===== src/rtl/ttu_pkg.sv =====
// Package: types, constants and digit decode for the text to unsigned parser.
`timescale 1ns / 1ps
`default_nettype none

package ttu_pkg;

  localparam int VALUE_BITS_DEF = 64;
  localparam int MAX_LEN_DEF    = 4096;
  localparam int END_W          = 13;
  localparam int BASE_W         = 6;
  localparam int DIG_W          = 7;

  localparam logic [7:0] CH_NUL   = 8'h00;
  localparam logic [7:0] CH_SPACE = 8'h20;
  localparam logic [7:0] CH_PLUS  = 8'h2B;
  localparam logic [7:0] CH_MINUS = 8'h2D;
  localparam logic [7:0] CH_0     = 8'h30;
  localparam logic [7:0] CH_9     = 8'h39;
  localparam logic [7:0] CH_UA    = 8'h41;
  localparam logic [7:0] CH_UZ    = 8'h5A;
  localparam logic [7:0] CH_LA    = 8'h61;
  localparam logic [7:0] CH_LZ    = 8'h7A;
  localparam logic [7:0] CH_UX    = 8'h58;
  localparam logic [7:0] CH_LX    = 8'h78;

  localparam logic [BASE_W-1:0] RADIX_AUTO = 6'd0;
  localparam logic [BASE_W-1:0] RADIX_OCT  = 6'd8;
  localparam logic [BASE_W-1:0] RADIX_DEC  = 6'd10;
  localparam logic [BASE_W-1:0] RADIX_HEX  = 6'd16;

  localparam logic [DIG_W-1:0] DIGIT_NONE = 7'd99;

  typedef enum logic [2:0] {
    PH_IDLE,
    PH_SKIP,
    PH_SIGNED,
    PH_ZERO,
    PH_HEXPFX,
    PH_DIGITS
  } phase_t;

  typedef enum logic [1:0] {
    DS_NONE,
    DS_SOME,
    DS_OVER
  } status_t;

  typedef struct packed {
    logic digits_found;
    logic overflowed;
  } flags_t;

  function automatic logic [DIG_W-1:0] digit_of(input logic [7:0] c);
    logic [7:0] d;
    begin
      d = 8'(DIGIT_NONE);
      if (c inside {[CH_0:CH_9]}) d = c - CH_0;
      else if (c inside {[CH_UA:CH_UZ]}) d = c - CH_UA + 8'd10;
      else if (c inside {[CH_LA:CH_LZ]}) d = c - CH_LA + 8'd10;
      return DIG_W'(d);
    end
  endfunction

endpackage

`default_nettype wire


===== src/rtl/ttu_mac.sv =====
// Multiply-add of the accumulator by the radix with overflow detect.
`timescale 1ns / 1ps
`default_nettype none

module ttu_mac #(
  parameter int VALUE_BITS = ttu_pkg::VALUE_BITS_DEF
) (
  input  wire logic [VALUE_BITS-1:0]     acc_in,
  input  wire logic [ttu_pkg::BASE_W-1:0] base,
  input  wire logic [ttu_pkg::DIG_W-1:0]  digit,
  output logic      [VALUE_BITS-1:0]     sum,
  output logic                           ovf
);
  import ttu_pkg::*;

  localparam int PW = VALUE_BITS + BASE_W + 1;

  logic [PW-1:0] full;

  assign full = PW'(acc_in) * PW'(base) + PW'(digit);
  assign sum  = full[VALUE_BITS-1:0];
  assign ovf  = |full[PW-1:VALUE_BITS];

endmodule

`default_nettype wire


===== src/rtl/ttu_core.sv =====
// Parse state and per-byte step logic.
`timescale 1ns / 1ps
`default_nettype none

module ttu_core #(
  parameter int VALUE_BITS = ttu_pkg::VALUE_BITS_DEF,
  parameter int MAX_LEN    = ttu_pkg::MAX_LEN_DEF
) (
  input  wire logic                       clk,
  input  wire logic                       rst,
  input  wire logic                       step_en,
  input  wire logic [7:0]                 ch,
  input  wire logic                       start_req,
  input  wire logic [ttu_pkg::BASE_W-1:0] base_mode,
  output logic                            res_fire,
  output logic      [VALUE_BITS-1:0]      res_value,
  output logic      [ttu_pkg::END_W-1:0]  res_end,
  output ttu_pkg::flags_t                 res_flags
);
  import ttu_pkg::*;

  localparam int POS_W = $clog2(MAX_LEN + 1);

  phase_t              phase, phase_next, e_phase;
  logic                negative, neg_next, e_neg;
  logic [VALUE_BITS-1:0] accumulator, acc_next, e_acc, dig_acc, mac_sum;
  status_t             digit_status, st_next, e_st, dig_st;
  logic [BASE_W-1:0]   working_base, wb_next, e_wb, dig_base, first_base;
  logic [POS_W-1:0]    position, pos_next, e_pos;
  logic [DIG_W-1:0]    digit;
  logic                digit_ok, zero_pfx, is_x, mac_ovf, digit_path;

  // a start request clears the state ahead of this byte
  assign e_phase = start_req ? PH_SKIP : phase;
  assign e_neg   = start_req ? 1'b0 : negative;
  assign e_acc   = start_req ? '0 : accumulator;
  assign e_st    = start_req ? DS_NONE : digit_status;
  assign e_wb    = start_req ? '0 : working_base;
  assign e_pos   = start_req ? '0 : position;

  assign digit      = digit_of(ch);
  assign is_x       = (ch == CH_LX) || (ch == CH_UX);
  assign zero_pfx   = ((base_mode == RADIX_AUTO) || (base_mode == RADIX_HEX)) && (ch == CH_0);
  assign first_base = (base_mode == RADIX_AUTO) ? RADIX_DEC : base_mode;

  always_comb begin
    case (e_phase)
      PH_SKIP, PH_SIGNED: dig_base = first_base;
      PH_ZERO:            dig_base = (base_mode == RADIX_AUTO) ? RADIX_OCT : RADIX_HEX;
      PH_HEXPFX:          dig_base = RADIX_HEX;
      default:            dig_base = e_wb;
    endcase
  end

  // leading zero counts as a digit already taken
  assign dig_acc  = (e_phase == PH_ZERO) ? '0 : e_acc;
  assign dig_st   = (e_phase == PH_ZERO) ? DS_SOME : e_st;
  assign digit_ok = DIG_W'(dig_base) > digit;

  ttu_mac #(.VALUE_BITS(VALUE_BITS)) u_mac (
    .acc_in (dig_acc),
    .base   (dig_base),
    .digit  (digit),
    .sum    (mac_sum),
    .ovf    (mac_ovf)
  );

  always_comb begin
    phase_next = e_phase;
    case (e_phase)
      PH_IDLE:   phase_next = PH_IDLE;
      PH_SKIP: begin
        if (ch == CH_SPACE)                          phase_next = PH_SKIP;
        else if (ch == CH_MINUS || ch == CH_PLUS)    phase_next = PH_SIGNED;
        else if (zero_pfx)                           phase_next = PH_ZERO;
        else                                         phase_next = digit_ok ? PH_DIGITS : PH_IDLE;
      end
      PH_SIGNED: begin
        if (zero_pfx) phase_next = PH_ZERO;
        else          phase_next = digit_ok ? PH_DIGITS : PH_IDLE;
      end
      PH_ZERO: begin
        if (is_x) phase_next = PH_HEXPFX;
        else      phase_next = digit_ok ? PH_DIGITS : PH_IDLE;
      end
      PH_HEXPFX, PH_DIGITS: phase_next = digit_ok ? PH_DIGITS : PH_IDLE;
      default:   phase_next = PH_IDLE;
    endcase
  end

  always_comb begin
    neg_next   = e_neg;
    acc_next   = e_acc;
    st_next    = e_st;
    wb_next    = e_wb;
    digit_path = 1'b0;
    res_fire   = 1'b0;
    case (e_phase)
      PH_SKIP: begin
        if (ch == CH_MINUS) neg_next = 1'b1;
        else if (ch != CH_SPACE && ch != CH_PLUS && !zero_pfx) begin
          digit_path = 1'b1;
          wb_next    = dig_base;
        end
      end
      PH_SIGNED: begin
        if (!zero_pfx) begin
          digit_path = 1'b1;
          wb_next    = dig_base;
        end
      end
      PH_ZERO: begin
        if (!is_x) begin
          digit_path = 1'b1;
          wb_next    = dig_base;
        end
      end
      PH_HEXPFX: begin
        digit_path = 1'b1;
        wb_next    = dig_base;
      end
      PH_DIGITS: digit_path = 1'b1;
      default:   digit_path = 1'b0;
    endcase
    if (digit_path) begin
      acc_next = dig_acc;
      st_next  = dig_st;
      if (!digit_ok) begin
        res_fire = 1'b1;
      end else if (dig_st != DS_OVER) begin
        if (mac_ovf) begin
          st_next  = DS_OVER;
          acc_next = '1;
        end else begin
          st_next  = DS_SOME;
          acc_next = mac_sum;
        end
      end
    end
  end

  always_comb begin
    if (e_phase == PH_IDLE) pos_next = e_pos;
    else if (e_pos < POS_W'(MAX_LEN)) pos_next = e_pos + POS_W'(1);
    else pos_next = e_pos;
  end

  assign res_value              = (e_neg && dig_st == DS_SOME) ? (~dig_acc + VALUE_BITS'(1))
                                                               : dig_acc;
  assign res_flags.digits_found = dig_st != DS_NONE;
  assign res_flags.overflowed   = dig_st == DS_OVER;
  assign res_end                = (dig_st != DS_NONE) ? END_W'(e_pos) : '0;

  always_ff @(posedge clk) begin
    if (rst) begin
      phase        <= PH_IDLE;
      negative     <= 1'b0;
      accumulator  <= '0;
      digit_status <= DS_NONE;
      working_base <= '0;
      position     <= '0;
    end else if (step_en) begin
      phase        <= phase_next;
      negative     <= neg_next;
      accumulator  <= acc_next;
      digit_status <= st_next;
      working_base <= wb_next;
      position     <= pos_next;
    end
  end

endmodule

`default_nettype wire


===== src/rtl/text_to_unsigned_parser_top.sv =====
// Top level: input register, parse core, result register, radix register.
//
//   port group       dir   handshake              payload
//   input byte       in    in_valid / in_ready     ch, start_req
//   result           out   out_valid / out_ready   value, end_index, digits_found, overflowed
//   radix register   in    base_mode_we            base_mode_wdata
//
// One byte per cycle unless a held result stalls; out_valid is set by the closing byte.
// The parse step (decode, 64x6 multiply-add, overflow test) sits between the input
// register and the result register. A result held by out_ready low stalls the step
// stage, and in_ready drops once the input register is also full.
// Synchronous reset returns to idle with radix 0 (automatic).
`timescale 1ns / 1ps
`default_nettype none

module text_to_unsigned_parser_top #(
  parameter int VALUE_BITS = ttu_pkg::VALUE_BITS_DEF,
  parameter int MAX_LEN    = ttu_pkg::MAX_LEN_DEF
) (
  input  wire logic                       clk,
  input  wire logic                       rst,
  input  wire logic                       base_mode_we,
  input  wire logic [ttu_pkg::BASE_W-1:0] base_mode_wdata,
  input  wire logic                       in_valid,
  output logic                            in_ready,
  input  wire logic [7:0]                 ch,
  input  wire logic                       start_req,
  output logic                            out_valid,
  input  wire logic                       out_ready,
  output logic      [VALUE_BITS-1:0]      value,
  output logic      [ttu_pkg::END_W-1:0]  end_index,
  output logic                            digits_found,
  output logic                            overflowed
);
  import ttu_pkg::*;

  logic [BASE_W-1:0]     base_mode;
  logic                  in_q_valid;
  logic [7:0]            ch_q;
  logic                  start_q;
  logic                  advance;
  logic                  res_fire;
  logic [VALUE_BITS-1:0] res_value;
  logic [END_W-1:0]      res_end;
  flags_t                res_flags;

  assign advance  = in_q_valid && (!out_valid || out_ready);
  assign in_ready = !in_q_valid || advance;

  always_ff @(posedge clk) begin
    if (rst) begin
      base_mode <= RADIX_AUTO;
    end else if (base_mode_we) begin
      base_mode <= base_mode_wdata;
    end
  end

  always_ff @(posedge clk) begin
    if (rst) begin
      in_q_valid <= 1'b0;
    end else if (in_ready) begin
      in_q_valid <= in_valid;
    end
  end

  always_ff @(posedge clk) begin
    if (in_valid && in_ready) begin
      ch_q    <= ch;
      start_q <= start_req;
    end
  end

  ttu_core #(
    .VALUE_BITS (VALUE_BITS),
    .MAX_LEN    (MAX_LEN)
  ) u_core (
    .clk       (clk),
    .rst       (rst),
    .step_en   (advance),
    .ch        (ch_q),
    .start_req (start_q),
    .base_mode (base_mode),
    .res_fire  (res_fire),
    .res_value (res_value),
    .res_end   (res_end),
    .res_flags (res_flags)
  );

  always_ff @(posedge clk) begin
    if (rst) begin
      out_valid <= 1'b0;
    end else if (advance && res_fire) begin
      out_valid <= 1'b1;
    end else if (out_ready) begin
      out_valid <= 1'b0;
    end
  end

  always_ff @(posedge clk) begin
    if (advance && res_fire) begin
      value        <= res_value;
      end_index    <= res_end;
      digits_found <= res_flags.digits_found;
      overflowed   <= res_flags.overflowed;
    end
  end

endmodule

`default_nettype wire


===== config.mk =====
export PLATFORM = sky130hd
export DESIGN_NAME = text_to_unsigned_parser_top
export DESIGN_NICKNAME = d
export VERILOG_FILES = /design/src/rtl/ttu_pkg.sv /design/src/rtl/ttu_mac.sv /design/src/rtl/ttu_core.sv /design/src/rtl/text_to_unsigned_parser_top.sv
export SDC_FILE = /design/constraint.sdc
export NUM_CORES = 1
export LEC_CHECK = 0
export BUFFER_PORTS_ARGS = -buffer_cell sky130_fd_sc_hd__buf_2
export CORE_MARGIN = 2
export CORE_UTILIZATION = 58
export CTS_BUF_LIST = sky130_fd_sc_hd__clkbuf_16
export DETAILED_ROUTE_END_ITERATION = 10
export GPL_ROUTABILITY_DRIVEN = 0
export PLACE_DENSITY = 0.82
export RECOVER_POWER = 25
export SLEW_MARGIN = 15
export SYNTH_ARGS = -nofsm -noshare
export SYNTH_HDL_FRONTEND = slang
export SYNTH_HIERARCHICAL = 1
export SYNTH_SLANG_ARGS = --single-unit
export TNS_END_PERCENT = 20

===== constraint.sdc =====
create_clock -name clk -period 7.8 [get_ports clk]
set_input_delay 1.56 -clock clk [delete_from_list [all_inputs] [get_ports clk]]
set_output_delay 1.56 -clock clk [all_outputs]
set_load 0.02 [all_outputs]

==> impl_summary.txt <==
----------------------------------------------------
[Run status]
  Result of the run ... finished, violations left
  Violations in the final reports ... capacitance limit, slew limit, setup timing

[Cells and area]
  Area growth from synthesis to layout ... 14.66%
  Number of fill cells in the layout ... 2,952
  Final-stage net count ... 3,152
  Layout cells sized above 1 ... 14.22%
  Non-filler instance count after layout ... 3,253
  Number of inserted diodes ... 0

[Worst setup path]
  Worst Setup SP ... base_mode[0]$_SDFFE_PP0P_
  Cell family contributing the most delay on the critical path ... simple AND/OR/NAND/NOR gates
  Max stage delay on crit path ... 530 ps
  Slowest cell on the critical path ... sky130_fd_sc_hd__or4_4
  Critical-path maximum fanout ... 15
  Endpoint required time on the critical path ... 8170 ps
  Flop-to-flop setup slack ... -5 ps
  Arrival time reported for the critical path endpoint ... 8180 ps
  CP startpoint kind ... flop
  End of the worst register-to-register path ... u_core/accumulator[25]$_SDFFE_PP0P_
  Type of the setup path with the least slack ... reg -> reg
  Crit path capture ... u_core/accumulator[25]$_SDFFE_PP0P_
  Startpoint of the most critical register-to-register path ... base_mode[0]$_SDFFE_PP0P_
  Kind of end point of the critical path ... flop
  Total buffers and inverters traversed by the critical path ... 4
  Register-to-Register Path Depth ... 29
  Critical path depth ... 29

[Drt]
  Post-detailed-routing wire length ... ~76,000 um
  Number of detailed-routing iterations run before antenna repair ... 9
  Average wire per standard cell ... approximately 23 um
  DRC violations left ... 0
  Count of nets left with antenna violations after detail routing ... 0
  Detail-routed via count per cell ... 6.772
  Via count ... 22,030
  Starting DRC count in detailed routing ... around 3,200

[Timing]
  Hold WS ... 494.6 ps
  Final setup fails ... 2
  Skew final ... ~17 ps
  Share of the clock period used by the worst path after layout ... 100.1%
  Maximum clock frequency ... about 130 MHz
  Max-slew violation total from the final report ... 36
  Number of hold violations in the final report ... 0
  Worst Tran Pin Value ... 2116 ps
  Crit path time final ... 7805 ps
  Headroom to the max-slew limit ... -41.07%
  Minimum setup slack in the final design ... -5.411 ps

[GRT]
  Wire length of the first global-routing pass ... 112,000 um
  Layer with the highest usage after global routing ... met2
  Total congestion overflow ... 0
  Maximum number of pins on one net before global-route repair ... 87
  Via count of the first global-routing pass ... 21,440
  GRT Resource Usage Total ... 33.38%
  Met3 usage in global routing ... 6.654%
  Fraction of met2 tracks used by global routing ... 53.88%
  Met1 track demand over resource ... between 40 and 50%
  Number of antenna violations at the first check in global routing ... 1

[Power]
  Sequential cell fraction of total power ... between 40 and 50%
  Logic pwr share ... about a quarter
  Switching power share of the total ... 34.34%
  Relative contribution of the clock network to total power ... 35.8%
  Power per unit of standard cell area ... 97.79 nW/um2
  Switching pwr ... 910.5 uW
  Peak supply drop ... 0.0001538 V
  Static power due to leakage ... between 0.01 and 0.015 uW
  Power Internal ... between 1500 and 2000 uW

[Synth]
  Number of synthesized register bits ... 185
  Main synth FF type ... sky130_fd_sc_hd__dfxtp_1
  Netlist Area Pre-Place ... 23,650 um2
  Main area contributors after synthesis ... sky130_fd_sc_hd__fa_1 (21%), sky130_fd_sc_hd__and2_1 (12%), sky130_fd_sc_hd__edfxtp_1 (11%), sky130_fd_sc_hd__ha_1 (8.7%), sky130_fd_sc_hd__dfxtp_1 (8.2%)
  Syn nets ... 3,026
  Number of enable flip-flop cells after synthesis ... 88
  Area share of the largest cell type after synthesis ... 21.42%
  Cell type with the largest total area after synthesis ... sky130_fd_sc_hd__fa_1
  Average cell area after synthesis ... 9.133 um2
  Number of unique standard cell types used by synthesis ... 90
  Post-synthesis sequential area ratio ... 19.39%
  Synth Instances ... about 2,600
  Share of flip-flops with an asynchronous set or reset after synthesis ... 0%
  Count of warnings emitted by yosys ... 6

[Flow run]
  Number of maximum-capacitance constraint violations ... 1

[Min path]
  Hold-critical path depth ... 2
  Kind of path behind the tightest hold check ... reg -> reg

[Clock tree]
  Clock latency on the worst-skew pair ... 490 ps
  Clock-pin slew on the worst setup and hold paths ... around 80 ps
  Root Buffer ... sky130_fd_sc_hd__clkbuf_16
  Clock Sink Count ... 185
  CTS tree ... built
  Total clock buffers created by CTS ... 17
  H-tree levels ... 4
  Hold buffer count at CTS ... 0
  Number of buffers on the longest clock path ... 2

[Placement]
  Estimated wirelength of the detail-placed design ... roughly 50,000 um
  Placement Setup Slack ... -95.16 ps
  IO Port Bufs ... 100
  Placed Cells incl. Taps ... 3,174

[Floorplanning]
  Number of cell rows ... 73
  Die area ... 42,400 um2
  Die height ... between 200 and 250 um
  Die X ... 205.9 um
  Initial core utilization ... 59.11%
  Ports placed on the boundary ... 101
  Standard cell core area ... about 40,000 um2

----------------------------------------------------
## layout make-up
cell class	count	area (um2)	share of cell area (%)
multi-input cells	2169	18750	69.16
well taps	525	656.9	2.423
clock inverters	15	197.7	0.7291
inverters	83	312.8	1.154
repair buffers	259	2181	8.043
flip-flops and latches	185	4588	16.92
clock buffers	17	425.4	1.569
## synthesized netlist by cell type, drive strengths merged (33+ instances only)
cell and n:
a21o 36, nand2 142, o21ai 97, and2 448, inv 83, or4 45
xor2 42, nor3 63, or3 47, fa 253, edfxtp 88, a21oi 144
nor2 139, o31ai 41, nand2b 46, o221ai 35, clkbuf 121, ha 164
xnor2 74, buf 33, dfxtp 97, a32o 35
## logic make-up after synthesis
logic type / synth area share [%]
buffers and inverters: 4.027
DFF: 19.39
AOI/OAI and AO/OA: 16.43
muxes: 0.3016
adders and majority gates: 30.10
and+or+nand+nor: 25.46
xor gates and xnor gates: 4.297
## worst reg2reg max path, delay by kind of cell (launching register included)
kind | cells | cell delay, ps
xor gates and xnor gates | 1 | 140
DFF | 1 | 330
adders and majority gates | 5 | 2100
and+or+nand+nor | 14 | 3440
buffers and inverters | 4 | 710
AOI/OAI and AO/OA | 5 | 980
## cells in the final DEF, fill, tap and decap left out, types with 73 or more instances in the layout
master,instances
sky130_fd_sc_hd__inv_1,82
sky130_fd_sc_hd__ha_1,141
sky130_fd_sc_hd__xnor2_1,74
sky130_fd_sc_hd__buf_4,115
sky130_fd_sc_hd__nor2_1,130
sky130_fd_sc_hd__and2_1,432
sky130_fd_sc_hd__fa_1,253
sky130_fd_sc_hd__edfxtp_1,88
sky130_fd_sc_hd__o21ai_0,73
sky130_fd_sc_hd__a21oi_1,113
sky130_fd_sc_hd__dfxtp_1,94
sky130_fd_sc_hd__nand2_1,140
## sequential cells by signal, indices dropped and copies added (netlist names)
name,flops
base_mode,6
ch_q,8
digits_found,1
end_index,13
in_q_valid,1
out_valid,1
overflowed,1
start_q,1
u_core/accumulator,64
u_core/digit_status,2
u_core/negative,1
u_core/phase,3
u_core/position,13
u_core/working_base,6
value,64
## power by group through the flow
stage               Combinational [uW]  Sequential (uW)  Clock (uW)
floorplan                          282             1100           0
global placement                   449             1080           0
detailed placement                 466             1080           0
CTS                                484             1060         950
global route                       663             1070         982
finish                             638             1060         951
## per-stage QoR
step	area [um2]	power, uW	utilization [%]	setup TNS, ps
finish	27110	2651	67.77	-6.793
global route	27110	2711	67.77	-6232
detailed placement	25260	1548	63.14	-2513
floorplan	23670	1379	-	0
global placement	25260	1530	63.14	0
CTS	26010	2494	65.02	0
## layer usage
metal	routed length (um)	share of wire [%]
met1	28910	38
met2	34410	46
met3	8351	11
met4	3908	5.2
met5	0	0
## worst min-delay path by stage
stage	startpoint	endpoint
6_report	u_core/position[1]$_SDFFE_PP0P_	u_core/position[1]$_SDFFE_PP0P_
5_1_grt	u_core/position[1]$_SDFFE_PP0P_	u_core/position[1]$_SDFFE_PP0P_
4_1_cts	u_core/working_base[2]$_SDFFE_PP0P_	u_core/working_base[2]$_SDFFE_PP0P_
3_5_place_dp	u_core/working_base[2]$_SDFFE_PP0P_	u_core/working_base[2]$_SDFFE_PP0P_
3_3_place_gp	u_core/working_base[5]$_SDFFE_PP0P_	u_core/working_base[5]$_SDFFE_PP0P_
2_1_floorplan	u_core/working_base[1]$_SDFFE_PP0P_	u_core/working_base[1]$_SDFFE_PP0P_
## timing repair
item | 4_1_cts | 5_1_grt
cloned | 1 | 15
endpoints found under the setup margin | 43 | 64
pin swaps | 3 | 60
resized for setup | 10 | 121
buffers inserted | 5 | 26
(Power assumes the default switching activity.)
